File: src/design/bpyb_pkg.sv
// ----------------------------------------------------------------------------
// bpyb_pkg
// Shared widths, constants and register map of the bond price core.
// ----------------------------------------------------------------------------
package bpyb_pkg;

   // field widths
   localparam int YIELD_W = 25;
   localparam int FACE_W  = 32;
   localparam int YEARS_W = 6;
   localparam int RATE_W  = 25;
   localparam int FREQ_W  = 4;
   localparam int PRICE_W = 48;
   localparam int BUMP_W  = 21;

   // parameter defaults
   localparam int MAX_YEARS_DEF     = 63;
   localparam int MAX_FREQUENCY_DEF = 12;

   // Q1.30 discount factor format
   localparam int Q_FRAC = 30;
   localparam int DF_W   = Q_FRAC + 1;

   // configuration register map
   localparam int CSR_ADDR_W = 3;
   localparam int CSR_DATA_W = 32;
   localparam int CSR_IDX_W  = CSR_ADDR_W - 2;
   localparam logic [CSR_IDX_W-1:0] REG_YIELD_BUMP = '0;
   localparam logic [BUMP_W-1:0]    YIELD_BUMP_RESET = 21'd16777;

endpackage

File: src/design/bpyb_if.sv
// ----------------------------------------------------------------------------
// bpyb_req_if / bpyb_rsp_if
// Valid/ready channels carrying bond requests and price responses.
// ----------------------------------------------------------------------------
interface bpyb_req_if;
   logic                           valid;
   logic                           ready;
   logic [bpyb_pkg::YIELD_W-1:0]   yield_rate;
   logic [bpyb_pkg::FACE_W-1:0]    face_value;
   logic [bpyb_pkg::YEARS_W-1:0]   years_to_maturity;
   logic [bpyb_pkg::RATE_W-1:0]    coupon_rate;
   logic [bpyb_pkg::FREQ_W-1:0]    payments_per_year;

   modport source (output valid, yield_rate, face_value, years_to_maturity,
                   coupon_rate, payments_per_year, input ready);
   modport sink   (input valid, yield_rate, face_value, years_to_maturity,
                   coupon_rate, payments_per_year, output ready);
endinterface

interface bpyb_rsp_if;
   logic                           valid;
   logic                           ready;
   logic [bpyb_pkg::YIELD_W-1:0]   yield_echo;
   logic [bpyb_pkg::FACE_W-1:0]    face_echo;
   logic [bpyb_pkg::YEARS_W-1:0]   years_echo;
   logic [bpyb_pkg::PRICE_W-1:0]   price;
   logic [bpyb_pkg::PRICE_W-1:0]   price_up;
   logic [bpyb_pkg::PRICE_W-1:0]   price_down;

   modport source (output valid, yield_echo, face_echo, years_echo, price,
                   price_up, price_down, input ready);
   modport sink   (input valid, yield_echo, face_echo, years_echo, price,
                   price_up, price_down, output ready);
endinterface

File: src/design/bond_price_with_yield_bump_core.sv
// ----------------------------------------------------------------------------
// bond_price_with_yield_bump_core
// Coupon bond present value at the yield and at the yield +/- a bump.
// ----------------------------------------------------------------------------
// Each transaction runs the coupon division, three discount factor divisions
//   (NUM_W = 59 by default) and, unless years is zero, the period loop; a new request
//   is taken only once the previous response is loaded. The restoring divider (one
//   bit per cycle) and one shared 32x31 multiplier (nine products per period) do the work.
// A finished response waits in the output register while the next request
//   is taken. Synchronous active-high reset clears control and sets
//   yield_bump to its reset value.
// ----------------------------------------------------------------------------
module bond_price_with_yield_bump_core #(
   parameter int MAX_YEARS     = bpyb_pkg::MAX_YEARS_DEF,
   parameter int MAX_FREQUENCY = bpyb_pkg::MAX_FREQUENCY_DEF
) (
   input  logic                              clock,
   input  logic                              reset,
   bpyb_req_if.sink                          req_chan,
   bpyb_rsp_if.source                        rsp_chan,
   input  logic                              csr_psel,
   input  logic                              csr_penable,
   input  logic                              csr_pwrite,
   input  logic [bpyb_pkg::CSR_ADDR_W-1:0]   csr_paddr,
   input  logic [bpyb_pkg::CSR_DATA_W-1:0]   csr_pwdata,
   output logic [bpyb_pkg::CSR_DATA_W-1:0]   csr_prdata,
   output logic                              csr_pready
);

   localparam int YW     = $clog2(MAX_YEARS + 1);
   localparam int FW     = $clog2(MAX_FREQUENCY + 1);
   localparam int Y2_W   = bpyb_pkg::YIELD_W + 1;
   localparam int DEN_W  = FW + 26;
   localparam int NUM_W  = (FW + 55 > 58) ? FW + 55 : 58;
   localparam int CNT_W  = $clog2(NUM_W + 1);
   localparam int COUP_W = 42;
   localparam int CF_W   = COUP_W + 1;
   localparam int ACC_RAW = CF_W + $clog2(MAX_YEARS * MAX_FREQUENCY + 1);
   localparam int ACC_W  = (ACC_RAW > bpyb_pkg::PRICE_W) ? ACC_RAW : bpyb_pkg::PRICE_W + 1;
   localparam int DF_W   = bpyb_pkg::DF_W;
   localparam int PROD_W = 63;

   localparam logic [DF_W-1:0]   DF_ONE   = DF_W'(1) << bpyb_pkg::Q_FRAC;
   localparam logic [PROD_W-1:0] HALF_Q30 = PROD_W'(1) << (bpyb_pkg::Q_FRAC - 1);

   // sequencer states
   localparam logic [2:0] ST_IDLE      = 3'd0;
   localparam logic [2:0] ST_CMUL      = 3'd1;
   localparam logic [2:0] ST_DIV_LOAD  = 3'd2;
   localparam logic [2:0] ST_DIV_RUN   = 3'd3;
   localparam logic [2:0] ST_DIV_STORE = 3'd4;
   localparam logic [2:0] ST_MAC       = 3'd5;
   localparam logic [2:0] ST_FINISH    = 3'd6;
   localparam logic [2:0] ST_OUT       = 3'd7;

   // divisions, in order
   localparam logic [1:0] DIV_COUPON = 2'd0;
   localparam logic [1:0] DIV_D0     = 2'd1;
   localparam logic [1:0] DIV_D1     = 2'd2;
   localparam logic [1:0] DIV_D2     = 2'd3;

   // multiplier steps within one period
   localparam logic [3:0] STEP_F0  = 4'd0;
   localparam logic [3:0] STEP_F1  = 4'd1;
   localparam logic [3:0] STEP_F2  = 4'd2;
   localparam logic [3:0] STEP_LO0 = 4'd3;
   localparam logic [3:0] STEP_HI0 = 4'd4;
   localparam logic [3:0] STEP_LO1 = 4'd5;
   localparam logic [3:0] STEP_HI1 = 4'd6;
   localparam logic [3:0] STEP_LO2 = 4'd7;
   localparam logic [3:0] STEP_HI2 = 4'd8;

   // configuration
   logic [bpyb_pkg::BUMP_W-1:0] bump_ff;
   logic                        csr_sel;

   // control
   logic [2:0]        state_ff;
   logic [1:0]        div_sel_ff;
   logic [CNT_W-1:0]  div_cnt_ff;
   logic [3:0]        step_ff;
   logic [3:0]        wb_step_ff;
   logic              wb_valid_ff;
   logic [YW-1:0]     yr_cnt_ff;
   logic [FW-1:0]     sub_cnt_ff;
   logic              rsp_valid_ff;

   // item payload
   logic [bpyb_pkg::YIELD_W-1:0] y_ff;
   logic [bpyb_pkg::FACE_W-1:0]  face_ff;
   logic [bpyb_pkg::YEARS_W-1:0] years_in_ff;
   logic [bpyb_pkg::RATE_W-1:0]  rate_ff;
   logic [YW-1:0]                years_ff;
   logic [FW-1:0]                m_ff;
   logic [Y2_W-1:0]              y_up_ff;
   logic [bpyb_pkg::YIELD_W-1:0] y_dn_ff;
   logic [COUP_W-1:0]            coupon_ff;
   logic [DF_W-1:0]              d0_ff, d1_ff, d2_ff;
   logic [DF_W-1:0]              f0_ff, f1_ff, f2_ff;
   logic [ACC_W-1:0]             s0_ff, s1_ff, s2_ff;
   logic [PROD_W-1:0]            p_ff;

   // divider
   logic [NUM_W-1:0]  q_ff;
   logic [DEN_W-1:0]  rem_ff;
   logic [DEN_W-1:0]  den_ff;

   // response register
   logic [bpyb_pkg::YIELD_W-1:0] o_yield_ff;
   logic [bpyb_pkg::FACE_W-1:0]  o_face_ff;
   logic [bpyb_pkg::YEARS_W-1:0] o_years_ff;
   logic [bpyb_pkg::PRICE_W-1:0] o_p0_ff, o_p1_ff, o_p2_ff;

   // combinational
   logic [YW-1:0]     years_sel;
   logic [FW-1:0]     m_sel;
   logic [Y2_W-1:0]   y_div;
   logic [DEN_W-1:0]  den_div;
   logic [NUM_W-1:0]  num_div;
   logic [DEN_W:0]    rem_shift;
   logic              q_bit;
   logic [YW-1:0]     yr_next;
   logic [FW-1:0]     sub_next;
   logic              last_period;
   logic [CF_W-1:0]   cf;
   logic [31:0]       mul_a;
   logic [DF_W-1:0]   mul_b;
   logic [PROD_W-1:0] mul_p;
   logic [PROD_W-1:0] p_round;
   logic              req_fire;
   logic              out_load;

   // ---------------------------------------------------------------- CSR
   assign csr_pready = 1'b1;
   assign csr_sel    = csr_paddr[bpyb_pkg::CSR_ADDR_W-1:2] == bpyb_pkg::REG_YIELD_BUMP;
   assign csr_prdata = csr_sel ? bpyb_pkg::CSR_DATA_W'(bump_ff) : '0;

   always_ff @(posedge clock) begin
      if (reset) begin
         bump_ff <= bpyb_pkg::YIELD_BUMP_RESET;
      end else if (csr_psel && csr_penable && csr_pwrite && csr_sel) begin
         bump_ff <= csr_pwdata[bpyb_pkg::BUMP_W-1:0];
      end
   end

   // ---------------------------------------------------------------- input
   assign req_chan.ready = state_ff == ST_IDLE;
   assign req_fire       = req_chan.valid && req_chan.ready;

   always_comb begin
      if ({1'b0, req_chan.years_to_maturity} > MAX_YEARS) begin
         years_sel = YW'(MAX_YEARS);
      end else begin
         years_sel = YW'(req_chan.years_to_maturity);
      end
      if (req_chan.payments_per_year == '0) begin
         m_sel = FW'(1);
      end else if ({1'b0, req_chan.payments_per_year} > MAX_FREQUENCY) begin
         m_sel = FW'(MAX_FREQUENCY);
      end else begin
         m_sel = FW'(req_chan.payments_per_year);
      end
   end

   // ---------------------------------------------------------------- divider
   always_comb begin
      case (div_sel_ff)
         DIV_D0:  y_div = Y2_W'(y_ff);
         DIV_D1:  y_div = y_up_ff;
         default: y_div = Y2_W'(y_dn_ff);
      endcase
      den_div = (DEN_W'(m_ff) << 24) + DEN_W'(y_div);
      if (div_sel_ff == DIV_COUPON) begin
         // (face*rate + m*2^15) / (m*2^16)
         num_div = NUM_W'(p_ff) + (NUM_W'(m_ff) << 15);
      end else begin
         // round(m*2^54 / (m*2^24 + y))
         num_div = (NUM_W'(m_ff) << 54) + NUM_W'(den_div >> 1);
      end
      rem_shift = {rem_ff, q_ff[NUM_W-1]};
      q_bit     = rem_shift >= {1'b0, den_ff};
   end

   // ---------------------------------------------------------------- period loop
   assign yr_next     = yr_cnt_ff + YW'(1);
   assign sub_next    = sub_cnt_ff + FW'(1);
   assign last_period = (yr_next == years_ff) && (sub_next == m_ff);
   assign cf          = CF_W'(coupon_ff) +
                        (last_period ? (CF_W'(face_ff) << 8) : CF_W'(0));

   // shared multiplier
   always_comb begin
      mul_a = '0;
      mul_b = '0;
      if (state_ff == ST_CMUL) begin
         mul_a = face_ff;
         mul_b = DF_W'(rate_ff);
      end else begin
         unique case (step_ff)
            STEP_F0:  begin mul_a = 32'(f0_ff); mul_b = d0_ff; end
            STEP_F1:  begin mul_a = 32'(f1_ff); mul_b = d1_ff; end
            STEP_F2:  begin mul_a = 32'(f2_ff); mul_b = d2_ff; end
            STEP_LO0: begin mul_a = 32'(cf[bpyb_pkg::Q_FRAC-1:0]); mul_b = f0_ff; end
            STEP_HI0: begin mul_a = 32'(cf[CF_W-1:bpyb_pkg::Q_FRAC]); mul_b = f0_ff; end
            STEP_LO1: begin mul_a = 32'(cf[bpyb_pkg::Q_FRAC-1:0]); mul_b = f1_ff; end
            STEP_HI1: begin mul_a = 32'(cf[CF_W-1:bpyb_pkg::Q_FRAC]); mul_b = f1_ff; end
            STEP_LO2: begin mul_a = 32'(cf[bpyb_pkg::Q_FRAC-1:0]); mul_b = f2_ff; end
            STEP_HI2: begin mul_a = 32'(cf[CF_W-1:bpyb_pkg::Q_FRAC]); mul_b = f2_ff; end
            default:  begin mul_a = '0; mul_b = '0; end
         endcase
      end
      mul_p   = PROD_W'(mul_a) * PROD_W'(mul_b);
      p_round = (p_ff + HALF_Q30) >> bpyb_pkg::Q_FRAC;
   end

   assign out_load = (state_ff == ST_OUT) && (!rsp_valid_ff || rsp_chan.ready);

   // ---------------------------------------------------------------- control
   always_ff @(posedge clock) begin
      if (reset) begin
         state_ff     <= ST_IDLE;
         div_sel_ff   <= DIV_COUPON;
         div_cnt_ff   <= '0;
         step_ff      <= STEP_F0;
         wb_step_ff   <= STEP_F0;
         wb_valid_ff  <= 1'b0;
         yr_cnt_ff    <= '0;
         sub_cnt_ff   <= '0;
         rsp_valid_ff <= 1'b0;
      end else begin
         wb_valid_ff <= state_ff == ST_MAC;
         wb_step_ff  <= step_ff;
         if (out_load) begin
            rsp_valid_ff <= 1'b1;
         end else if (rsp_chan.ready) begin
            rsp_valid_ff <= 1'b0;
         end
         unique case (state_ff)
            ST_IDLE: begin
               if (req_fire) begin
                  state_ff <= ST_CMUL;
               end
            end
            ST_CMUL: begin
               div_sel_ff <= DIV_COUPON;
               state_ff   <= ST_DIV_LOAD;
            end
            ST_DIV_LOAD: begin
               div_cnt_ff <= '0;
               state_ff   <= ST_DIV_RUN;
            end
            ST_DIV_RUN: begin
               div_cnt_ff <= div_cnt_ff + CNT_W'(1);
               if (div_cnt_ff == CNT_W'(NUM_W - 1)) begin
                  state_ff <= ST_DIV_STORE;
               end
            end
            ST_DIV_STORE: begin
               step_ff    <= STEP_F0;
               yr_cnt_ff  <= '0;
               sub_cnt_ff <= '0;
               if (div_sel_ff != DIV_D2) begin
                  div_sel_ff <= div_sel_ff + 2'd1;
                  state_ff   <= ST_DIV_LOAD;
               end else if (years_ff == '0) begin
                  state_ff <= ST_OUT;
               end else begin
                  state_ff <= ST_MAC;
               end
            end
            ST_MAC: begin
               if (step_ff == STEP_HI2) begin
                  step_ff <= STEP_F0;
                  if (sub_next == m_ff) begin
                     sub_cnt_ff <= '0;
                     yr_cnt_ff  <= yr_next;
                  end else begin
                     sub_cnt_ff <= sub_next;
                  end
                  if (last_period) begin
                     state_ff <= ST_FINISH;
                  end
               end else begin
                  step_ff <= step_ff + 4'd1;
               end
            end
            ST_FINISH: begin
               state_ff <= ST_OUT;
            end
            ST_OUT: begin
               if (out_load) begin
                  state_ff <= ST_IDLE;
               end
            end
            default: state_ff <= ST_IDLE;
         endcase
      end
   end

   // ---------------------------------------------------------------- datapath
   always_ff @(posedge clock) begin
      if (req_fire) begin
         y_ff        <= req_chan.yield_rate;
         face_ff     <= req_chan.face_value;
         years_in_ff <= req_chan.years_to_maturity;
         rate_ff     <= req_chan.coupon_rate;
         years_ff    <= years_sel;
         m_ff        <= m_sel;
         y_up_ff     <= Y2_W'(req_chan.yield_rate) + Y2_W'(bump_ff);
         y_dn_ff     <= (req_chan.yield_rate > bpyb_pkg::YIELD_W'(bump_ff)) ?
                        req_chan.yield_rate - bpyb_pkg::YIELD_W'(bump_ff) : '0;
      end

      if (state_ff == ST_CMUL || state_ff == ST_MAC) begin
         p_ff <= mul_p;
      end

      if (state_ff == ST_DIV_LOAD) begin
         q_ff   <= num_div;
         rem_ff <= '0;
         den_ff <= (div_sel_ff == DIV_COUPON) ? (DEN_W'(m_ff) << 16) : den_div;
      end else if (state_ff == ST_DIV_RUN) begin
         q_ff   <= {q_ff[NUM_W-2:0], q_bit};
         rem_ff <= q_bit ? DEN_W'(rem_shift - {1'b0, den_ff}) : rem_shift[DEN_W-1:0];
      end

      if (state_ff == ST_DIV_STORE) begin
         case (div_sel_ff)
            DIV_COUPON: coupon_ff <= q_ff[COUP_W-1:0];
            DIV_D0:     d0_ff     <= q_ff[DF_W-1:0];
            DIV_D1:     d1_ff     <= q_ff[DF_W-1:0];
            default:    d2_ff     <= q_ff[DF_W-1:0];
         endcase
         f0_ff <= DF_ONE;
         f1_ff <= DF_ONE;
         f2_ff <= DF_ONE;
         s0_ff <= '0;
         s1_ff <= '0;
         s2_ff <= '0;
      end else if (wb_valid_ff) begin
         // hi parts carry weight 2^30, so they add unrounded
         case (wb_step_ff)
            STEP_F0:  f0_ff <= p_round[DF_W-1:0];
            STEP_F1:  f1_ff <= p_round[DF_W-1:0];
            STEP_F2:  f2_ff <= p_round[DF_W-1:0];
            STEP_LO0: s0_ff <= s0_ff + ACC_W'(p_round);
            STEP_HI0: s0_ff <= s0_ff + ACC_W'(p_ff);
            STEP_LO1: s1_ff <= s1_ff + ACC_W'(p_round);
            STEP_HI1: s1_ff <= s1_ff + ACC_W'(p_ff);
            STEP_LO2: s2_ff <= s2_ff + ACC_W'(p_round);
            STEP_HI2: s2_ff <= s2_ff + ACC_W'(p_ff);
            default:  ;
         endcase
      end

      if (out_load) begin
         o_yield_ff <= y_ff;
         o_face_ff  <= face_ff;
         o_years_ff <= years_in_ff;
         o_p0_ff    <= (|s0_ff[ACC_W-1:bpyb_pkg::PRICE_W]) ? '1 : s0_ff[bpyb_pkg::PRICE_W-1:0];
         o_p1_ff    <= (|s1_ff[ACC_W-1:bpyb_pkg::PRICE_W]) ? '1 : s1_ff[bpyb_pkg::PRICE_W-1:0];
         o_p2_ff    <= (|s2_ff[ACC_W-1:bpyb_pkg::PRICE_W]) ? '1 : s2_ff[bpyb_pkg::PRICE_W-1:0];
      end
   end

   // ---------------------------------------------------------------- output
   assign rsp_chan.valid      = rsp_valid_ff;
   assign rsp_chan.yield_echo = o_yield_ff;
   assign rsp_chan.face_echo  = o_face_ff;
   assign rsp_chan.years_echo = o_years_ff;
   assign rsp_chan.price      = o_p0_ff;
   assign rsp_chan.price_up   = o_p1_ff;
   assign rsp_chan.price_down = o_p2_ff;

endmodule
File: src/flat_wrapper.sv
// flat-port wrapper written by rule: the top's interface ports become plain ports
module bond_price_with_yield_bump_core_flat 
#(
   parameter int MAX_YEARS     = bpyb_pkg::MAX_YEARS_DEF,
   parameter int MAX_FREQUENCY = bpyb_pkg::MAX_FREQUENCY_DEF
)
  (clock, reset, csr_psel, csr_penable, csr_pwrite, csr_paddr, csr_pwdata, csr_prdata, csr_pready, req_chan_valid, req_chan_yield_rate, req_chan_face_value, req_chan_years_to_maturity, req_chan_coupon_rate, req_chan_payments_per_year, req_chan_ready, rsp_chan_valid, rsp_chan_yield_echo, rsp_chan_face_echo, rsp_chan_years_echo, rsp_chan_price, rsp_chan_price_up, rsp_chan_price_down, rsp_chan_ready);
  bpyb_req_if req_chan_i ();
  bpyb_rsp_if rsp_chan_i ();
  input  logic clock;
  input  logic reset;
  input  logic csr_psel;
  input  logic csr_penable;
  input  logic csr_pwrite;
  input  logic [bpyb_pkg::CSR_ADDR_W-1:0] csr_paddr;
  input  logic [bpyb_pkg::CSR_DATA_W-1:0] csr_pwdata;
  output logic [bpyb_pkg::CSR_DATA_W-1:0] csr_prdata;
  output logic csr_pready;
  input wire logic [$bits(req_chan_i.valid)-1:0] req_chan_valid;
  input wire logic [$bits(req_chan_i.yield_rate)-1:0] req_chan_yield_rate;
  input wire logic [$bits(req_chan_i.face_value)-1:0] req_chan_face_value;
  input wire logic [$bits(req_chan_i.years_to_maturity)-1:0] req_chan_years_to_maturity;
  input wire logic [$bits(req_chan_i.coupon_rate)-1:0] req_chan_coupon_rate;
  input wire logic [$bits(req_chan_i.payments_per_year)-1:0] req_chan_payments_per_year;
  output wire logic [$bits(req_chan_i.ready)-1:0] req_chan_ready;
  output wire logic [$bits(rsp_chan_i.valid)-1:0] rsp_chan_valid;
  output wire logic [$bits(rsp_chan_i.yield_echo)-1:0] rsp_chan_yield_echo;
  output wire logic [$bits(rsp_chan_i.face_echo)-1:0] rsp_chan_face_echo;
  output wire logic [$bits(rsp_chan_i.years_echo)-1:0] rsp_chan_years_echo;
  output wire logic [$bits(rsp_chan_i.price)-1:0] rsp_chan_price;
  output wire logic [$bits(rsp_chan_i.price_up)-1:0] rsp_chan_price_up;
  output wire logic [$bits(rsp_chan_i.price_down)-1:0] rsp_chan_price_down;
  input wire logic [$bits(rsp_chan_i.ready)-1:0] rsp_chan_ready;
  assign req_chan_i.valid = req_chan_valid;
  assign req_chan_i.yield_rate = req_chan_yield_rate;
  assign req_chan_i.face_value = req_chan_face_value;
  assign req_chan_i.years_to_maturity = req_chan_years_to_maturity;
  assign req_chan_i.coupon_rate = req_chan_coupon_rate;
  assign req_chan_i.payments_per_year = req_chan_payments_per_year;
  assign req_chan_ready = req_chan_i.ready;
  assign rsp_chan_valid = rsp_chan_i.valid;
  assign rsp_chan_yield_echo = rsp_chan_i.yield_echo;
  assign rsp_chan_face_echo = rsp_chan_i.face_echo;
  assign rsp_chan_years_echo = rsp_chan_i.years_echo;
  assign rsp_chan_price = rsp_chan_i.price;
  assign rsp_chan_price_up = rsp_chan_i.price_up;
  assign rsp_chan_price_down = rsp_chan_i.price_down;
  assign rsp_chan_i.ready = rsp_chan_ready;
  bond_price_with_yield_bump_core #(.MAX_YEARS(MAX_YEARS), .MAX_FREQUENCY(MAX_FREQUENCY)) u_core (.clock(clock), .reset(reset), .req_chan(req_chan_i), .rsp_chan(rsp_chan_i), .csr_psel(csr_psel), .csr_penable(csr_penable), .csr_pwrite(csr_pwrite), .csr_paddr(csr_paddr), .csr_pwdata(csr_pwdata), .csr_prdata(csr_prdata), .csr_pready(csr_pready));
endmodule
File: config.mk
export PLATFORM = sky130hd
export DESIGN_NAME = bond_price_with_yield_bump_core_flat
export DESIGN_NICKNAME = d
export VERILOG_FILES = /design/src/design/bpyb_pkg.sv /design/src/design/bpyb_if.sv /design/src/design/bond_price_with_yield_bump_core.sv /design/src/flat_wrapper.sv
export SDC_FILE = /design/constraint.sdc
export NUM_CORES = 2
export LEC_CHECK = 0
export BUFFER_PORTS_ARGS = -buffer_cell sky130_fd_sc_hd__buf_2
export CORE_UTILIZATION = 40
export CTS_CLUSTER_SIZE = 28
export DETAILED_ROUTE_END_ITERATION = 10
export GPL_TIMING_DRIVEN = 0
export SETUP_SLACK_MARGIN = 0.5
export SLEW_MARGIN = 20
export SYNTH_ARGS = -nofsm -noshare
export SYNTH_HDL_FRONTEND = slang
export SYNTH_SLANG_ARGS = --single-unit
File: constraint.sdc
create_clock -name clock -period 24 [get_ports clock]
set_input_delay 2.4 -clock clock [delete_from_list [all_inputs] [get_ports clock]]
set_output_delay 2.4 -clock clock [all_outputs]
set_load 0.01 [all_outputs]
### Yosys cells after proc, flatten, opt, wreduce, memory -nomap -nowiden

Cells that the tools add are included.

* flip-flop bits (word level): 970
* latch bits: 0
* memory bits (writable): 0
* memory bits (read-only): 0
* bits of input ports: 134
* output and inout port bits: 242
* logic and storage cells: 183
* memories: 0

* add/subtract/negate cells: 19
* $mul: 1
* divide/modulo/power cells: 0
* order comparisons: 3
* equal/unequal tests: 36
* shift-type cells: 0
* multiplexer cells: 37
* bitwise logic cells: 2
* reduce and logical (&&, ||, !) cells: 46

Operators with widths (number)
* one-hot mux 53 bit (2 select lines): 3
* one-hot mux 31 bit (6 select lines): 1
* two-way mux 59 bit: 3
* adder 53 x 33 -> 53 bit: 3
* adder 53 bit: 3
* one-hot mux 31 bit (5 select lines): 1
* adder 63 x 30 -> 63 bit (second input constant): 1
* multiplier 32 x 31 -> 63 bit: 1
* adder 58 x 28 -> 59 bit: 1
* adder 59 x 19 -> 59 bit: 1
* one-hot mux 26 bit (2 select lines): 1
* adder 42 x 43 -> 43 bit: 1
* two-way mux 40 bit: 1
* == test 4 x 3 -> 1 bit (second input constant): 8
* two-way mux 32 bit: 1
* greater-or-equal comparator 31 x 29 -> 1 bit: 1
* two-way mux 31 bit: 1
* two-way mux 30 bit: 1
* subtractor 30 x 29 -> 30 bit: 1
* adder 28 x 26 -> 29 bit: 1
* adder 25 x 21 -> 26 bit: 1
* > comparator 25 x 21 -> 1 bit: 1
* subtractor 25 x 21 -> 25 bit: 1
* one-hot mux 3 bit (8 select lines): 1
* other kinds (42): 105

### Depth between registers and ports, before layout

* depth in word-level cells: 8
* depth in mapped cells: 49
* mapped depth without buffers: 47

### Worst setup path after synthesis

Ideal clock, no wire load.

* kind: input to register
* start point: input rsp_chan_ready
* end point: register u_core.o_face_ff (netlist bit u_core.rsp_chan.face_echo[0]), enable pin
* arrival time: 11650 ps
* slack: 11548 ps
* stages on the path: 2
* cell sequence: nand2b_1 -> nor2b_1

* word-level cells in the longest chain between the ends: 2

RTL lines
* from (decl): RTL line flat_wrapper.sv:33 `input wire logic [$bits(rsp_chan_i.ready)-1:0] rsp_chan_ready;`
* logical OR 1 bit: RTL line bond_price_with_yield_bump_core.sv:216 `assign out_load = (state_ff == ST_OUT) && (!rsp_valid_ff || rsp_chan.ready);`
* logical AND 1 bit: RTL line bond_price_with_yield_bump_core.sv:216
* via u_core.out_load: RTL line bond_price_with_yield_bump_core.sv:131 `logic out_load;`
* to (signal assigned): RTL line bond_price_with_yield_bump_core.sv:358 `o_face_ff <= face_ff;`
* to (decl): RTL line bond_price_with_yield_bump_core.sv:110 `logic [bpyb_pkg::FACE_W-1:0] o_face_ff;`

The timed path passes the listed nets, and every way through them passes these cells.
A chain may end at the register's enable or synchronous reset.

### Final worst setup path

* start point: register u_core.m_ff[2]
* end point: register u_core.p_ff[61], data pin

* word-level cells in the longest chain between the ends: 7

RTL lines
* from (decl): RTL line bond_price_with_yield_bump_core.sv:94 `logic [FW-1:0] m_ff;`
* from (signal assigned): RTL line bond_price_with_yield_bump_core.sv:308 `m_ff <= m_sel;`
* == test 4 bit: RTL line bond_price_with_yield_bump_core.sv:187 `assign last_period = (yr_next == years_ff) && (sub_next == m_ff);`
* logical AND 1 bit: RTL line bond_price_with_yield_bump_core.sv:187
* two-way mux 40 bit: RTL line bond_price_with_yield_bump_core.sv:189 `(last_period ? (CF_W'(face_ff) << 8) : CF_W'(0));`
* adder 42 x 43 -> 43 bit: RTL line bond_price_with_yield_bump_core.sv:188 `assign cf = CF_W'(coupon_ff) +`
* one-hot mux 31 bit (5 select lines): RTL line bond_price_with_yield_bump_core.sv:199 `unique case (step_ff)`
* two-way mux 32 bit: RTL line bond_price_with_yield_bump_core.sv:195 `if (state_ff == ST_CMUL) begin`
* multiplier 32 x 31 -> 63 bit: RTL line bond_price_with_yield_bump_core.sv:212 `mul_p = PROD_W'(mul_a) * PROD_W'(mul_b);`
* via u_core.mul_p[61]: RTL line bond_price_with_yield_bump_core.sv:128 `logic [PROD_W-1:0] mul_p;`
* to (signal assigned): RTL line bond_price_with_yield_bump_core.sv:315 `p_ff <= mul_p;`
* to (decl): RTL line bond_price_with_yield_bump_core.sv:101 `logic [PROD_W-1:0] p_ff;`

The timed path passes the listed nets, and every way through them passes these cells.

==> metrics.md <==
| Metric | Value |
|---|---|
| Status | `complete, no violations` |
| Number of endpoints failing setup at the final stage | `0` |
| Wire length per cell | `26.8 um` |
| CP Data Required Time | `24.53 ns` |
| Setup CP Type | `flop to flop` |
| Die width | `462 um` |
| CP arrival | `16.04 ns` |
| Cell area after synthesis | `0.0845 mm^2` |
| Storage cell area | `0.0258 mm^2` |
| TritonCTS Buffers | `110` |
| Iter 0 DRT Violations | `8609` |
| Slowest stage cell, crit path | `nor2_1` |
| Insertion delay to the later sink of the worst-skew pair | `0.81 ns` |
| Register area share after synthesis | `30.5%` |
| # rows | `168` |
| Worst Skew | `0.0995 ns` |
| GP Congestion | `1.06` |
| Yosys warns | `0` |
| Async set or reset register ratio after synthesis | `0%` |
| Worst slew pin tran | `1.33 ns` |
| Worst Hold Slack | `0.453 ns` |
| Post-synth top flop | `edfxtp_1` |
| Die area | `0.213 mm^2` |
| Drt first pass iters | `9` |
| Final worst path period need | `15.51 ns` |
| CTS tree | `built` |
| Max_cap viols | `0` |
| Worst path max stage delay | `0.88 ns` |
| Syn avg cell area | `9.22 um^2` |
| Final hold vios | `0` |
| Layout overhead on the synthesized area | `11.7%` |
| H-tree depth | `3` |
| Crit path top cell by count | `fa_1` |
| Net count reported at finish | `11200` |
| Critical path startpoint category | `flop` |
| Initial Utilization | `40.3%` |
| Fin. max-slew vios | `0` |
| Fmax | `0.0645 GHz` |
| CTS sink count | `970` |
| FF+latch count, synth | `970` |
| RSZ-0062 raised after global routing | `no` |
| Cell variety after synth | `92` |
| Port bufs | `349` |
| Global Route Usage Sum | `31.2%` |
| Total number of vias | `72700` |
| DP Wirelength | `276000 um` |
| Antenna-violating nets left | `0` |
| Number of synthesized flops with an enable pin | `636` |
| Setup TNS Final | `0 ns` |
| Max clock buf depth | `3` |
| Number of global-route vias before repair | `70900` |
| Worst slew margin | `10.3%` |
| Die span in y | `462 um` |
| Floorplan core area | `0.210 mm^2` |
| CTS hold repair buffers | `0` |
| Mapped Cells | `9168` |
| DR DRC count | `0` |
| Total congestion overflow | `0` |
| PostCTS Resize Cnt | `0` |
| Reg clk slew, reported paths | `0.06 ns` |
| Footprint of the multi-input gates | `0.0532 mm^2` |
| Worst-path fanout max | `10` |
| Detail-routed via count per cell | `5.77` |
| Layout cells sized above 1 | `7.29%` |
| Postcts setup bufs | `0` |
| Filler instances | `20700` |
| Root buffer cell | `clkbuf_16` |
| Tcrit/Tclk final | `64.6%` |
| Crit. End Element | `flop` |
| Worst Hold Class | `flop to flop` |
| First-pass GRT wire length | `483000 um` |
| Io pins | `376` |
| Post-Route WL | `338000 um` |
| Initial antenna violation count | `31` |
| Largest net degree at the start of global routing | `56` |
-- area by class of cell --
| type | instances | area share, % |
|---|---|---|
| repair buffers | 381 | 2.44 |
| multi-input cells | 6688 | 56.3 |
| clock buffers | 144 | 3.21 |
| clock inverters | 65 | 0.720 |
| plain buffers | 531 | 2.23 |
| well taps | 2805 | 3.72 |
| diodes | 23 | 0.0610 |
| flip-flops and latches | 970 | 27.3 |
| inverters | 995 | 3.96 |
-- sequential cells by signal, indices dropped and copies added, names as in the netlist, 25 cells and up --
signal and cells:
u_core.p_ff 63, u_core.q_ff 59, u_core.s0_ff 53, u_core.s1_ff 53, u_core.s2_ff 53, u_core.rsp_chan.price 48, u_core.rsp_chan.price_down 48, u_core.rsp_chan.price_up 48
u_core.coupon_ff 42, u_core.face_ff 32, u_core.rsp_chan.face_echo 32, u_core.d0_ff 31, u_core.d1_ff 31, u_core.d2_ff 31, u_core.f0_ff 31, u_core.f1_ff 31
u_core.f2_ff 31, u_core.rem_ff 30, u_core.den_ff 29, u_core.y_up_ff 26, u_core.rate_ff 25, u_core.rsp_chan.yield_echo 25, u_core.y_dn_ff 25, u_core.y_ff 25
-- Yosys cell counts (all sizes together), types with 106 or more instances --
library cell / instances / area [um^2]
a211oi: 122 / 921
nand3: 158 / 796
inv: 995 / 3730
edfxtp: 636 / 19100
a21o: 194 / 1460
nand2: 1281 / 4810
a21oi: 633 / 3180
dfxtp: 334 / 6690
and2: 132 / 826
fa: 875 / 17500
ha: 535 / 6690
xor2: 160 / 1410
o21ai: 320 / 1610
clkbuf: 465 / 1750
nor3: 106 / 536
or3: 170 / 1060
xnor2: 218 / 1910
nor2: 810 / 3040
-- path summary, 6_finish.rpt --
kind	start	end	slack, ns	cells past startpoint
worst max-delay path	u_core.m_ff[2]$_SDFFCE_PN0P_	u_core.p_ff[61]$_DFFE_PP_	8.49	45
worst min-delay path	u_core.y_ff[24]$_DFFE_PP_	u_core.rsp_chan.yield_echo[24]$_DFFE_PP_	0.45	0
worst max register to register	u_core.m_ff[2]$_SDFFCE_PN0P_	u_core.p_ff[61]$_DFFE_PP_	8.49	45
worst min register to register	u_core.y_ff[24]$_DFFE_PP_	u_core.rsp_chan.yield_echo[24]$_DFFE_PP_	0.45	0
-- routing by layer --
| metal | global-route usage (%) | wire [um] | up-vias |
|---|---|---|---|
| met1 | 41.2 | 134000 | 35900 |
| met4 | 15.3 | 20200 | 18 |
| li1 | - | - | 31800 |
| met2 | 47.0 | 145000 | 4138 |
| met3 | 8.69 | 38200 | 840 |
| met5 | 0.430 | 234 | - |
-- logic make-up after synthesis --
kind of cell               count (synthesis)  share of synthesized area [%]
AOI/OAI and AO/OA                       1783                           13.4
xor gates and xnor gates                 378                           3.93
adders and majority gates               1410                           28.7
buffers and inverters                   1526                           6.89
DFF                                      970                           30.5
muxes                                     14                          0.170
other                                      2                        0.00889
and+or+nand+nor                         3085                           16.4
-- cells in the final DEF, fill, tap and decap left out, types with 44 or more instances in the layout --
master	instances
a21oi_1	630
inv_1	994
nand4_1	86
o21a_1	44
nand2_1	1281
edfxtp_1	636
and3_1	103
a21o_1	194
xor2_1	152
or3_1	170
buf_2	374
a31oi_1	56
nor3_1	104
o21ai_0	298
ha_1	535
nor2b_1	61
a22oi_1	77
o21bai_1	64
nand2b_1	77
and2_1	127
nand3_1	157
nor2_1	801
dfxtp_1	334
a211oi_1	121
clkbuf_1	475
clkbuf_16	111
fa_1	875
xnor2_1	211
-- worst max-delay path, delay by kind of cell (launching register included) --
kind / cells / cell delay, ns
xor gates and xnor gates: 4 / 0.61
AOI/OAI and AO/OA: 12 / 3.65
and+or+nand+nor: 10 / 3.42
DFF: 1 / 0.59
adders and majority gates: 10 / 4.76
buffers and inverters: 9 / 2.20
-- through the flow --
stage	cells	setup WS [ns]	area (um^2)	util, %
after floorplan	9184	11.55	84600	-
after global placement	12300	5.54	89800	42.8
after detailed placement	12400	9.04	90600	43.2
after CTS	12600	9.00	94300	44.9
after global routing	12600	8.15	94300	45.0
final	12600	8.49	94400	45.0
Power is not shown: default switching activity piles up to over one toggle a cycle in this logic, so the estimate is an artifact.
